$ cat src/design/rrq_pkg.sv
// ----------------------------------------------------------------------------
// rrq_pkg
// Shared types and constants for the round-robin ready queue.
// ----------------------------------------------------------------------------
package rrq_pkg;

  localparam int unsigned QUEUE_DEPTH = 16;
  localparam int unsigned ID_BITS     = 8;
  localparam int unsigned CNT_W       = $clog2(QUEUE_DEPTH + 1);
  localparam int unsigned CHOSEN_W    = 8;
  localparam int unsigned LEN_W       = 5;

  typedef enum logic [1:0] {
    CMD_ADMIT  = 2'd0,
    CMD_REMOVE = 2'd1,
    CMD_NEXT   = 2'd2,
    CMD_NONE   = 2'd3
  } cmd_t;

  typedef enum logic [2:0] {
    ST_OK       = 3'd0,
    ST_EMPTY    = 3'd1,
    ST_NOTFOUND = 3'd2,
    ST_FULL     = 3'd3,
    ST_DUP      = 3'd4
  } status_t;

  // broadcast control to every cell
  typedef struct packed {
    logic               do_admit;
    logic               do_remove;
    logic               do_rotate;
    logic [ID_BITS-1:0] id;
  } rrq_ctl_t;

  // per-cell position relative to the queue length
  typedef struct packed {
    logic occ;
    logic tail;
    logic append;
  } rrq_pos_t;

endpackage

$ cat src/design/rrq_cell.sv
// ----------------------------------------------------------------------------
// rrq_cell
// One queue slot: compares against the broadcast id, passes the found flag on,
// loads an admitted id, or its neighbour's id on a close-up or rotate.
// ----------------------------------------------------------------------------
module rrq_cell (
  input  logic                        clk,
  input  rrq_pkg::rrq_ctl_t           ctl,
  input  rrq_pkg::rrq_pos_t           pos,
  input  logic                        found_in,
  input  logic [rrq_pkg::ID_BITS-1:0] next_slot,
  input  logic [rrq_pkg::ID_BITS-1:0] head_slot,
  output logic                        found_out,
  output logic [rrq_pkg::ID_BITS-1:0] slot
);

  logic [rrq_pkg::ID_BITS-1:0] slot_r;
  logic [rrq_pkg::ID_BITS-1:0] slot_nxt;
  logic                        match;

  assign match     = pos.occ && (slot_r == ctl.id);
  assign found_out = found_in || match;
  assign slot      = slot_r;

  always_comb begin
    slot_nxt = slot_r;
    priority if (ctl.do_admit && pos.append) begin
      slot_nxt = ctl.id;
    end else if (ctl.do_remove && pos.occ && !pos.tail && found_out) begin
      slot_nxt = next_slot;
    end else if (ctl.do_rotate && pos.tail) begin
      slot_nxt = head_slot;
    end else if (ctl.do_rotate && pos.occ) begin
      slot_nxt = next_slot;
    end else begin
      slot_nxt = slot_r;
    end
  end

  always_ff @(posedge clk) begin
    slot_r <= slot_nxt;
  end

endmodule

$ cat src/design/round_robin_ready_queue_unit.sv
// ----------------------------------------------------------------------------
// round_robin_ready_queue_unit
// Ordered ready queue of thread ids held in a chain of compare-and-shift cells.
// ----------------------------------------------------------------------------
// Usage:
//   An item (in_cmd, in_thread_id) is taken when start is high and busy is
//   low. in_cmd: admit appends the id at the tail, remove deletes it wherever
//   it stands, next returns the head id and moves it to the tail.
//   The result appears on out_chosen_thread, out_status and out_queue_length
//   for exactly one cycle with out_valid high, in the cycle after busy. busy is
//   high in the cycle after acceptance, while the cell chain compares, passes
//   the found flag along and shifts; no new item is taken while busy. The found
//   flag ripples through all cells in the busy cycle.
//   The receiver cannot stall: out_valid is a strobe and must be captured.
//   Reset (rst_n low, synchronous) empties the queue and drops any item in
//   flight; slot contents are not cleared, as only slots below the length
//   are ever read.
// ----------------------------------------------------------------------------
module round_robin_ready_queue_unit (
  input  logic                          clk,
  input  logic                          rst_n,
  input  logic                          start,
  output logic                          busy,
  input  logic [1:0]                    in_cmd,
  input  logic [rrq_pkg::ID_BITS-1:0]   in_thread_id,
  output logic                          out_valid,
  output logic [rrq_pkg::CHOSEN_W-1:0]  out_chosen_thread,
  output logic [2:0]                    out_status,
  output logic [rrq_pkg::LEN_W-1:0]     out_queue_length
);

  localparam int unsigned D = rrq_pkg::QUEUE_DEPTH;

  logic                          busy_r;
  rrq_pkg::cmd_t                 cmd_r;
  logic [rrq_pkg::ID_BITS-1:0]   id_r;
  logic [rrq_pkg::CNT_W-1:0]     count_r;
  logic [rrq_pkg::CNT_W-1:0]     count_nxt;
  logic                          out_valid_r;
  logic [rrq_pkg::CHOSEN_W-1:0]  chosen_r;
  logic [rrq_pkg::CHOSEN_W-1:0]  chosen_nxt;
  rrq_pkg::status_t              status_r;
  rrq_pkg::status_t              status_nxt;

  rrq_pkg::rrq_ctl_t             ctl;
  rrq_pkg::rrq_pos_t             pos   [D];
  logic [D:0]                    found;
  logic [rrq_pkg::ID_BITS-1:0]   slots [D+1];
  logic                          empty;
  logic                          full;

  assign busy  = busy_r;
  assign empty = (count_r == '0);
  assign full  = (count_r == rrq_pkg::CNT_W'(D));

  assign found[0] = 1'b0;
  assign slots[D] = '0;

  genvar g;
  generate
    for (g = 0; g < D; g++) begin : g_cell
      assign pos[g].occ    = (count_r > rrq_pkg::CNT_W'(g));
      assign pos[g].tail   = (count_r == rrq_pkg::CNT_W'(g + 1));
      assign pos[g].append = (count_r == rrq_pkg::CNT_W'(g));

      rrq_cell u_cell (
        .clk       (clk),
        .ctl       (ctl),
        .pos       (pos[g]),
        .found_in  (found[g]),
        .next_slot (slots[g+1]),
        .head_slot (slots[0]),
        .found_out (found[g+1]),
        .slot      (slots[g])
      );
    end
  endgenerate

  always_comb begin
    ctl.id        = id_r;
    ctl.do_admit  = busy_r && (cmd_r == rrq_pkg::CMD_ADMIT) && !full && !found[D];
    ctl.do_remove = busy_r && (cmd_r == rrq_pkg::CMD_REMOVE) && found[D];
    ctl.do_rotate = busy_r && (cmd_r == rrq_pkg::CMD_NEXT) && !empty;
  end

  always_comb begin
    count_nxt  = count_r;
    chosen_nxt = '0;
    status_nxt = rrq_pkg::ST_OK;
    unique case (cmd_r)
      rrq_pkg::CMD_ADMIT: begin
        priority if (full) begin
          status_nxt = rrq_pkg::ST_FULL;
        end else if (found[D]) begin
          status_nxt = rrq_pkg::ST_DUP;
        end else begin
          count_nxt = count_r + 1'b1;
        end
      end
      rrq_pkg::CMD_REMOVE: begin
        priority if (empty) begin
          status_nxt = rrq_pkg::ST_EMPTY;
        end else if (!found[D]) begin
          status_nxt = rrq_pkg::ST_NOTFOUND;
        end else begin
          count_nxt = count_r - 1'b1;
        end
      end
      rrq_pkg::CMD_NEXT: begin
        if (empty) begin
          status_nxt = rrq_pkg::ST_EMPTY;
        end else begin
          chosen_nxt = rrq_pkg::CHOSEN_W'(slots[0]);
        end
      end
      default: begin
        status_nxt = rrq_pkg::ST_OK;
      end
    endcase
  end

  always_ff @(posedge clk) begin
    if (!rst_n) begin
      busy_r      <= 1'b0;
      out_valid_r <= 1'b0;
      count_r     <= '0;
    end else begin
      busy_r      <= start && !busy_r;
      out_valid_r <= busy_r;
      if (busy_r) begin
        count_r <= count_nxt;
      end
    end
  end

  always_ff @(posedge clk) begin
    if (start && !busy_r) begin
      cmd_r <= rrq_pkg::cmd_t'(in_cmd);
      id_r  <= in_thread_id;
    end
    if (busy_r) begin
      chosen_r <= chosen_nxt;
      status_r <= status_nxt;
    end
  end

  assign out_valid         = out_valid_r;
  assign out_chosen_thread = chosen_r;
  assign out_status        = status_r;
  assign out_queue_length  = rrq_pkg::LEN_W'(count_r);

  a_busy_one_cycle : assert property (@(posedge clk) disable iff (!rst_n)
    busy_r |=> !busy_r)
    else $error("busy held longer than one cycle");

  a_result_follows : assert property (@(posedge clk) disable iff (!rst_n)
    busy_r |=> out_valid_r)
    else $error("no result after processing cycle");

  a_len_range : assert property (@(posedge clk) disable iff (!rst_n)
    count_r <= rrq_pkg::CNT_W'(D))
    else $error("queue length beyond depth");

  a_count_step : assert property (@(posedge clk) disable iff (!rst_n)
    !busy_r |=> count_r == $past(count_r))
    else $error("queue length changed while idle");

  a_chosen_ok : assert property (@(posedge clk) disable iff (!rst_n)
    out_valid_r && (status_r != rrq_pkg::ST_OK) |-> chosen_r == '0)
    else $error("thread chosen on a failed item");

endmodule

$ cat config.mk
export PLATFORM = sky130hd
export DESIGN_NAME = round_robin_ready_queue_unit
export DESIGN_NICKNAME = d
export VERILOG_FILES = /design/src/design/rrq_pkg.sv /design/src/design/rrq_cell.sv /design/src/design/round_robin_ready_queue_unit.sv
export SDC_FILE = /design/constraint.sdc
export NUM_CORES = 1
export LEC_CHECK = 0
export ABC_AREA = 1
export BUFFER_PORTS_ARGS = -buffer_cell sky130_fd_sc_hd__buf_2
export CAP_MARGIN = 20
export CORE_ASPECT_RATIO = 0.6
export CORE_UTILIZATION = 45
export DETAILED_ROUTE_END_ITERATION = 8
export HOLD_SLACK_MARGIN = 0.03
export PLACE_DENSITY = 0.71
export SYNTH_ARGS = -nofsm -noshare
export SYNTH_HDL_FRONTEND = slang
export SYNTH_SLANG_ARGS = --single-unit
export TNS_END_PERCENT = 1
$ cat constraint.sdc
create_clock -name clk -period 6.9 [get_ports clk]
set_input_delay 0.69 -clock clk [delete_from_list [all_inputs] [get_ports clk]]
set_output_delay 0.69 -clock clk [all_outputs]
set_load 0.03 [all_outputs]
== Word level (Yosys, flattened, before mapping) ==
Index checks and enable logic that the tools add are counted.

* Flip-flop bits (word level): 156
* Output and inout bits: 18

* $add $sub $neg: 2
* $lt $le $gt $ge: 16
* Equal/unequal tests: 39
* Multiplexer cells: 75
* Bitwise operators: 1
* Reduce and logical (&&, ||, !) cells: 176

{| class="wikitable"
|+ Operator list
! operator !! number
|-
| 8-bit 2-to-1 mux || 64
|-
| 8-bit == test || 16
|-
| 1-bit logical AND || 120
|-
| 4-bit nonzero test || 15
|-
| 5-bit by 4-bit == test with 1-bit output, second input constant || 8
|-
| 5-bit by 4-bit greater-than comparator with 1-bit output, second input constant || 8
|-
| 5-bit by 3-bit == test with 1-bit output, second input constant || 4
|-
| 5-bit by 3-bit greater-than comparator with 1-bit output, second input constant || 4
|-
| 5-bit 2-to-1 mux || 4
|-
| 1-bit logical NOT || 19
|-
| 1-bit logical OR || 15
|-
| 5-bit by 2-bit == test with 1-bit output, second input constant || 2
|-
| 5-bit by 1-bit greater-than comparator with 1-bit output, second input constant || 2
|-
| 5-bit by 2-bit greater-than comparator with 1-bit output, second input constant || 2
|-
| 5-bit one-hot mux with 2 select lines || 1
|-
| 3-bit one-hot mux with 3 select lines || 1
|-
| 3-bit 2-to-1 mux || 2
|-
| 2-bit != test, second input constant || 3
|-
| 6-bit AND reduction || 1
|-
| 5-bit by 1-bit adder with 5-bit output, second input constant || 1
|-
| 5-bit by 1-bit == test with 1-bit output, second input constant || 1
|-
| 5-bit == test, second input constant || 1
|-
| 5-bit logical NOT || 1
|-
| 5-bit by 1-bit subtractor with 5-bit output, second input constant || 1
|-
| other kinds (12) || 13
|}

== Depth between registers and ports, before layout ==
* Word-level depth: 23
* Depth in mapped cells: 23
* Depth with buffers taken out: 22

== Modules after synthesis ==
Synthesis repeated with hierarchy kept, for this count alone.

* Cells, all modules: 1549
* Area, all modules: 11115.7 um^2

{| class="wikitable"
|+ Modules (own cells, without submodules)
! module !! times used !! cells an instance !! area each (um^2) !! sequential area each (um^2)
|-
| rrq_cell || 16 || 85 || 596.8 || 240.2
|-
| round_robin_ready_queue_unit || 1 || 189 || 1566.5 || 770.7
|}

== Least setup slack after synthesis ==
No wires, ideal clock.

* Path kind: register to register
* Start point: register count_r, in the netlist out_queue_length[1]
* End point: register g_cell[13].u_cell.slot_r, in the netlist g_cell[13].u_cell.slot[0] (enable)
* Library setup time: 0.376 ns
* Arrival: 2.892 ns
* Required time: 6.524 ns
* Slack: 3.631 ns
* Cell stages (with the launch flop): 23
* Clock period less this slack: 3.269 ns
* Cell sequence: dfxtp_1 -> inv_1 -> ha_1 -> inv_1 -> nor2_1 -> inv_2 -> nand2_1 -> inv_2 -> nand3_2 -> nand2_1 -> clkinv_1 -> nand4_2 -> nor2_2 -> nand4_2 -> nor2_2 -> nand4_2 -> inv_2 -> nand2_4 -> buf_8 -> nor2_4 -> inv_2 -> buf_6 -> o211ai_1

* Cells in the longest elaborated chain, start to end: 22

{| class="wikitable"
|+ RTL lines
! item !! line !! source
|-
| start: declaration || round_robin_ready_queue_unit.sv:37 || <nowiki>logic [rrq_pkg::CNT_W-1:0] count_r;</nowiki>
|-
| start signal: assignment || round_robin_ready_queue_unit.sv:131 || <nowiki>count_r <= count_nxt;</nowiki>
|-
| 5-bit by 1-bit greater-than comparator with 1-bit output || round_robin_ready_queue_unit.sv:62 || <nowiki>assign pos[g].occ = (count_r > rrq_pkg::CNT_W'(g));</nowiki>
|-
| 1-bit logical AND || rrq_cell.sv:21 || <nowiki>assign match = pos.occ && (slot_r == ctl.id);</nowiki>
|-
| 1-bit logical OR (15 in series) || rrq_cell.sv:22 || <nowiki>assign found_out = found_in || match;</nowiki>
|-
| 1-bit logical AND || round_robin_ready_queue_unit.sv:82 || <nowiki>ctl.do_remove = busy_r && (cmd_r == rrq_pkg::CMD_REMOVE) && found[D];</nowiki>
|-
| 1-bit logical AND (3 in series) || rrq_cell.sv:29 || <nowiki>end else if (ctl.do_remove && pos.occ && !pos.tail && found_out) begin</nowiki>
|-
| 4-bit nonzero test (no source line) * || n/a ||
|-
| end signal: assignment || rrq_cell.sv:41 || <nowiki>slot_r <= slot_nxt;</nowiki>
|-
| end: declaration || rrq_cell.sv:17 || <nowiki>logic [rrq_pkg::ID_BITS-1:0] slot_r;</nowiki>
|}

Mark *: on every way between the ends. The rest lies on a longest branch, timed or not.
A chain may end at the register's enable or synchronous reset.

== Worst setup path in the final report ==
* Start point: register id_r[6] (netlist bit)
* End point: register g_cell[4].u_cell.slot_r, in the netlist g_cell[4].u_cell.slot[7] (enable)

* Cells in the longest elaborated chain, start to end: 22

{| class="wikitable"
|+ RTL lines
! item !! line !! source
|-
| start: declaration || round_robin_ready_queue_unit.sv:36 || <nowiki>logic [rrq_pkg::ID_BITS-1:0] id_r;</nowiki>
|-
| start signal: assignment || round_robin_ready_queue_unit.sv:139 || <nowiki>id_r <= in_thread_id;</nowiki>
|-
| 8-bit == test || rrq_cell.sv:21 ||
|-
| 1-bit logical AND || rrq_cell.sv:21 ||
|-
| 1-bit logical OR (15 in series) || rrq_cell.sv:22 ||
|-
| 1-bit logical AND || round_robin_ready_queue_unit.sv:82 ||
|-
| 1-bit logical AND (3 in series) || rrq_cell.sv:29 ||
|-
| 4-bit nonzero test (no source line) * || n/a ||
|-
| end signal: assignment || rrq_cell.sv:41 ||
|-
| end: declaration || rrq_cell.sv:17 ||
|}

Marked as above.

==> impl_metrics.ini <==
[timing]
worst_slew_pin_slew_ns = 1.07
clock.fmax_mhz = 220
timing.final.max_slew_violations = 0
timing.final.hold_violations = 0
count_of_endpoints_failing_setup_in_the_final_report = 0
maxSlewHeadroom_pct = 28.1
finalWorstPathRequiredPeriod_ns = 4.55
final.setup.tns_ns = 0
clock-skew-final_ns = 0.0124
grt_setup_unrepaired = no
period_share_pct = 65.9

[place]
dp.final_hpwl_um = 22300
gp_congestion = 0.984
place.port_buffers = 30

[routing]
drc_errors = 0
routed-via-count = 9202
vias_per_cell = 5.64
wl_per_cell_um = 20.4
ant_nets = 0
drt_pass1_iterations = 5
drt_iter0_markers = 1241
final_routed_wirelength_um = 33300

[setup_path]
critical_path.n_buffers_inverters = 5
critical_path_class = reg2reg
regToRegStartpoint = id_r[6]$_DFFE_PP_
critical_path.max_stage_delay_ns = 0.76
cp-start-kind = flop
worst-path-max-fanout = 17
crit_path_frequent_cell = sky130_fd_sc_hd__nand4_2
timing.reg2reg.setup_slack_ns = 2.35
timing.critical_path.max_delay_family = buffers and inverters
arrival_ns = 4.63
slowest_stage_cell_on_the_critical_path = sky130_fd_sc_hd__clkinv_1
timing.critical_path.to_type = flop
cp.required_ns = 6.99
reg2reg_depth = 16
regToRegEndpoint = g_cell[4].u_cell.slot[7]$_DFFE_PP_
crit_chain = buf_4, clkinv_1, buf_4, o21ai_0, a211oi_1, nand3_1, nand4_2, nor2_2, nand4_2, nor2_2, nand4_2, inv_2, nand2_4, nor2_1, inv_1, o211ai_1

[grt]
pin_count_of_the_biggest_net_entering_global_routing = 33
initial_antenna_violation_count = 0
grt_pass1_wl_um = 51400
global_route.usage.total_pct = 29.7
grt-ovfl-total = 0
first_global_vias = 8583

[pwr]
cellInternalPower_uw = 1680
peakVddDrop_mv = 0.159
powerDensity_nw_per_um2 = 198
power_switching_uw = 561
cellLeakagePower_uw = 0.00472
share_clk_of_total_power_pct = 45.7
totalPowerFinal_uw = 2240
p_sw_share_pct = 25.0
seqPwrFrac_pct = 46.5
p_comb_share_pct = 7.8

[floorplanning]
cell_rows = 42
floorplan.io_pins = 31
initial_core_util_pct = 46.5
dieHeight_um = 120
die-area_um2 = 23800
die_w_um = 198
core-area_um2 = 22400

[clock_tree]
cts_max_path_buffers = 2
worst_skew_pair.late_latency_ns = 0.46
worst_setup_hold_path_clk_slew_ns = 0.06
cts_resized = 0
number_of_buffers_inserted_during_clock_tree_synthesis = 17
tritoncts = done
max_h_tree_level = 4
clock-root-buffer = sky130_fd_sc_hd__clkbuf_16
tritoncts_num_sinks = 156
cts_setup_buffers = 0
cts.hold.buffers_added = 0

[yosys]
ys_async_sr_fraction_pct = 0
syn-instance-count = 1314
yosys-top-cells-area = sky130_fd_sc_hd__edfxtp_1 (43%), sky130_fd_sc_hd__nand2_1 (15%), sky130_fd_sc_hd__o21ai_0 (8.1%), sky130_fd_sc_hd__xor2_1 (4.7%), sky130_fd_sc_hd__xnor2_1 (3.7%)
yosys_most_used_dff = sky130_fd_sc_hd__edfxtp_1
synth_edf_count = 149
synth_sequential_area_ratio_pct = 44.3
syn-num-nets = 1333
number_of_synthesis_warnings = 0
unique_cell_type_count_in_the_yosys_netlist = 38
yosys-top-cells-count = sky130_fd_sc_hd__nand2_1 (411), sky130_fd_sc_hd__o21ai_0 (168), sky130_fd_sc_hd__edfxtp_1 (149)
synth_top_cell_by_area = sky130_fd_sc_hd__edfxtp_1
yosys.cell_count.top_type = sky130_fd_sc_hd__nand2_1
synthDominantCellAreaShare_pct = 43.0
syn_area_um2 = 10400
postSynthAreaPerCell_um2 = 7.92
yosys_register_bits = 156

[hold_path]
hold_path_class = in2reg
holdPathStages = 1
hold_path_end = id_r[6]$_DFFE_PP_
worstHoldStart = in_thread_id[6]

[finish]
layout_net_count = 1330
antenna_diode_count = 0
multi_input_logic_area_um2 = 4980
drive_above_1_share_pct = 11.2
layout.area.seq_um2 = 4610
num-fill-cells = 2159
area_growth_syn_to_layout_pct = 8.69

[run_status]
outcome = complete, no violations

[run]
drv.max_cap_violation_count = 0
==> power groups by stage <==
stage          clock network (µW)  registers [µW]  logic [µW]
4_1_cts                      1020            1040         169
3_3_place_gp                    0            1060         167
2_1_floorplan                   0            1070         103
5_1_grt                      1050            1040         185
3_5_place_dp                    0            1060         168
6_report                     1020            1040         175
==> how the worst max path moves through the flow <==
stage | start | end | slack, ns | cells after the start
after global routing | id_r[6]$_DFFE_PP_ | g_cell[3].u_cell.slot[6]$_DFFE_PP_ | 2.08 | 16
after detailed placement | id_r[6]$_DFFE_PP_ | g_cell[3].u_cell.slot[0]$_DFFE_PP_ | 2.50 | 16
after CTS | id_r[6]$_DFFE_PP_ | g_cell[3].u_cell.slot[6]$_DFFE_PP_ | 2.48 | 16
final | id_r[6]$_DFFE_PP_ | g_cell[4].u_cell.slot[7]$_DFFE_PP_ | 2.35 | 16
after floorplan | out_queue_length[1]$_SDFFE_PN0P_ | g_cell[13].u_cell.slot[0]$_DFFE_PP_ | 3.63 | 22
after global placement | id_r[6]$_DFFE_PP_ | g_cell[3].u_cell.slot[0]$_DFFE_PP_ | 2.64 | 16
==> registers in the layout (all words and copies together) (netlist names) <==
register	count
g_cell.u_cell.slot	128
id_r	8
out_chosen_thread	8
out_queue_length	5
out_status	3
cmd_r	2
busy	1
out_valid	1
==> worst reg2reg max path, cell delays in order, from the launching register on <==
cell,delay [ns]
sky130_fd_sc_hd__edfxtp_1,0.32
sky130_fd_sc_hd__buf_4,0.38
sky130_fd_sc_hd__clkinv_1,0.77
sky130_fd_sc_hd__buf_4,0.45
sky130_fd_sc_hd__o21ai_0,0.17
sky130_fd_sc_hd__a211oi_1,0.07
sky130_fd_sc_hd__nand3_1,0.10
sky130_fd_sc_hd__nand4_2,0.20
sky130_fd_sc_hd__nor2_2,0.15
sky130_fd_sc_hd__nand4_2,0.10
sky130_fd_sc_hd__nor2_2,0.11
sky130_fd_sc_hd__nand4_2,0.10
sky130_fd_sc_hd__inv_2,0.09
sky130_fd_sc_hd__nand2_4,0.24
sky130_fd_sc_hd__nor2_1,0.26
sky130_fd_sc_hd__inv_1,0.24
sky130_fd_sc_hd__o211ai_1,0.44
==> cell families (layout without fill, tap and decap cells) <==
logic type / Yosys count / after routing / share of synthesized area (%)
xor+xnor: 100 / 100 / 8.41
fa+ha+maj: 6 / 6 / 0.721
buf+inv: 185 / 195 / 7.88
compound gates: 263 / 263 / 14.0
simple gates: 604 / 604 / 24.7
flops: 156 / 156 / 44.3
==> per-layer routing <==
layer | share of wire (%) | track usage [%]
met2 | 39 | 39.7
met4 | 2.4 | 10.7
met3 | 15 | 10.6
met5 | 0 | 0
met1 | 44 | 43.3
==> layout make-up <==
cell class / count / share of cell area, %
clock inverters: 15 / 1.71
flip-flops and latches: 156 / 40.8
multi-input cells: 973 / 44.0
well taps: 308 / 3.41
inverters: 114 / 3.78
repair buffers: 49 / 2.59
clock buffers: 17 / 3.76
==> cell usage in the layout, fill, tap and decap left out, drive strengths merged <==
cell type	n
clkbuf	17
clkinvlp	4
dfxtp	7
nand4	24
edfxtp	149
a211oi	2
o21ai	241
clkinv	10
a21oi	9
nor3	11
xnor2	44
nor3b	1
and2	1
nand3	32
inv	111
a2111oi	1
xor2	56
or2	2
nor4	11
nand2	416
buf	49
ha	6
nor2	105
nand3b	1
o22ai	1
o211ai	9
bufinv	4
==> metrics by stage <==
stage / instance area [µm²] / utilization [%] / std cells / hold WS (ns) / setup WS (ns)
6_report: 11300 / 50.6 / 1632 / 0.408 / 2.35
5_1_grt: 11300 / 50.6 / 1632 / 0.397 / 2.08
4_1_cts: 11300 / 50.6 / 1632 / 0.397 / 2.48
3_5_place_dp: 10700 / 47.8 / 1600 / 0.570 / 2.50
3_3_place_gp: 10700 / 47.8 / 1600 / 0.576 / 2.64
2_1_floorplan: 10400 / - / 1314 / 0.535 / 3.63
Power figures use the tool's default switching activity.
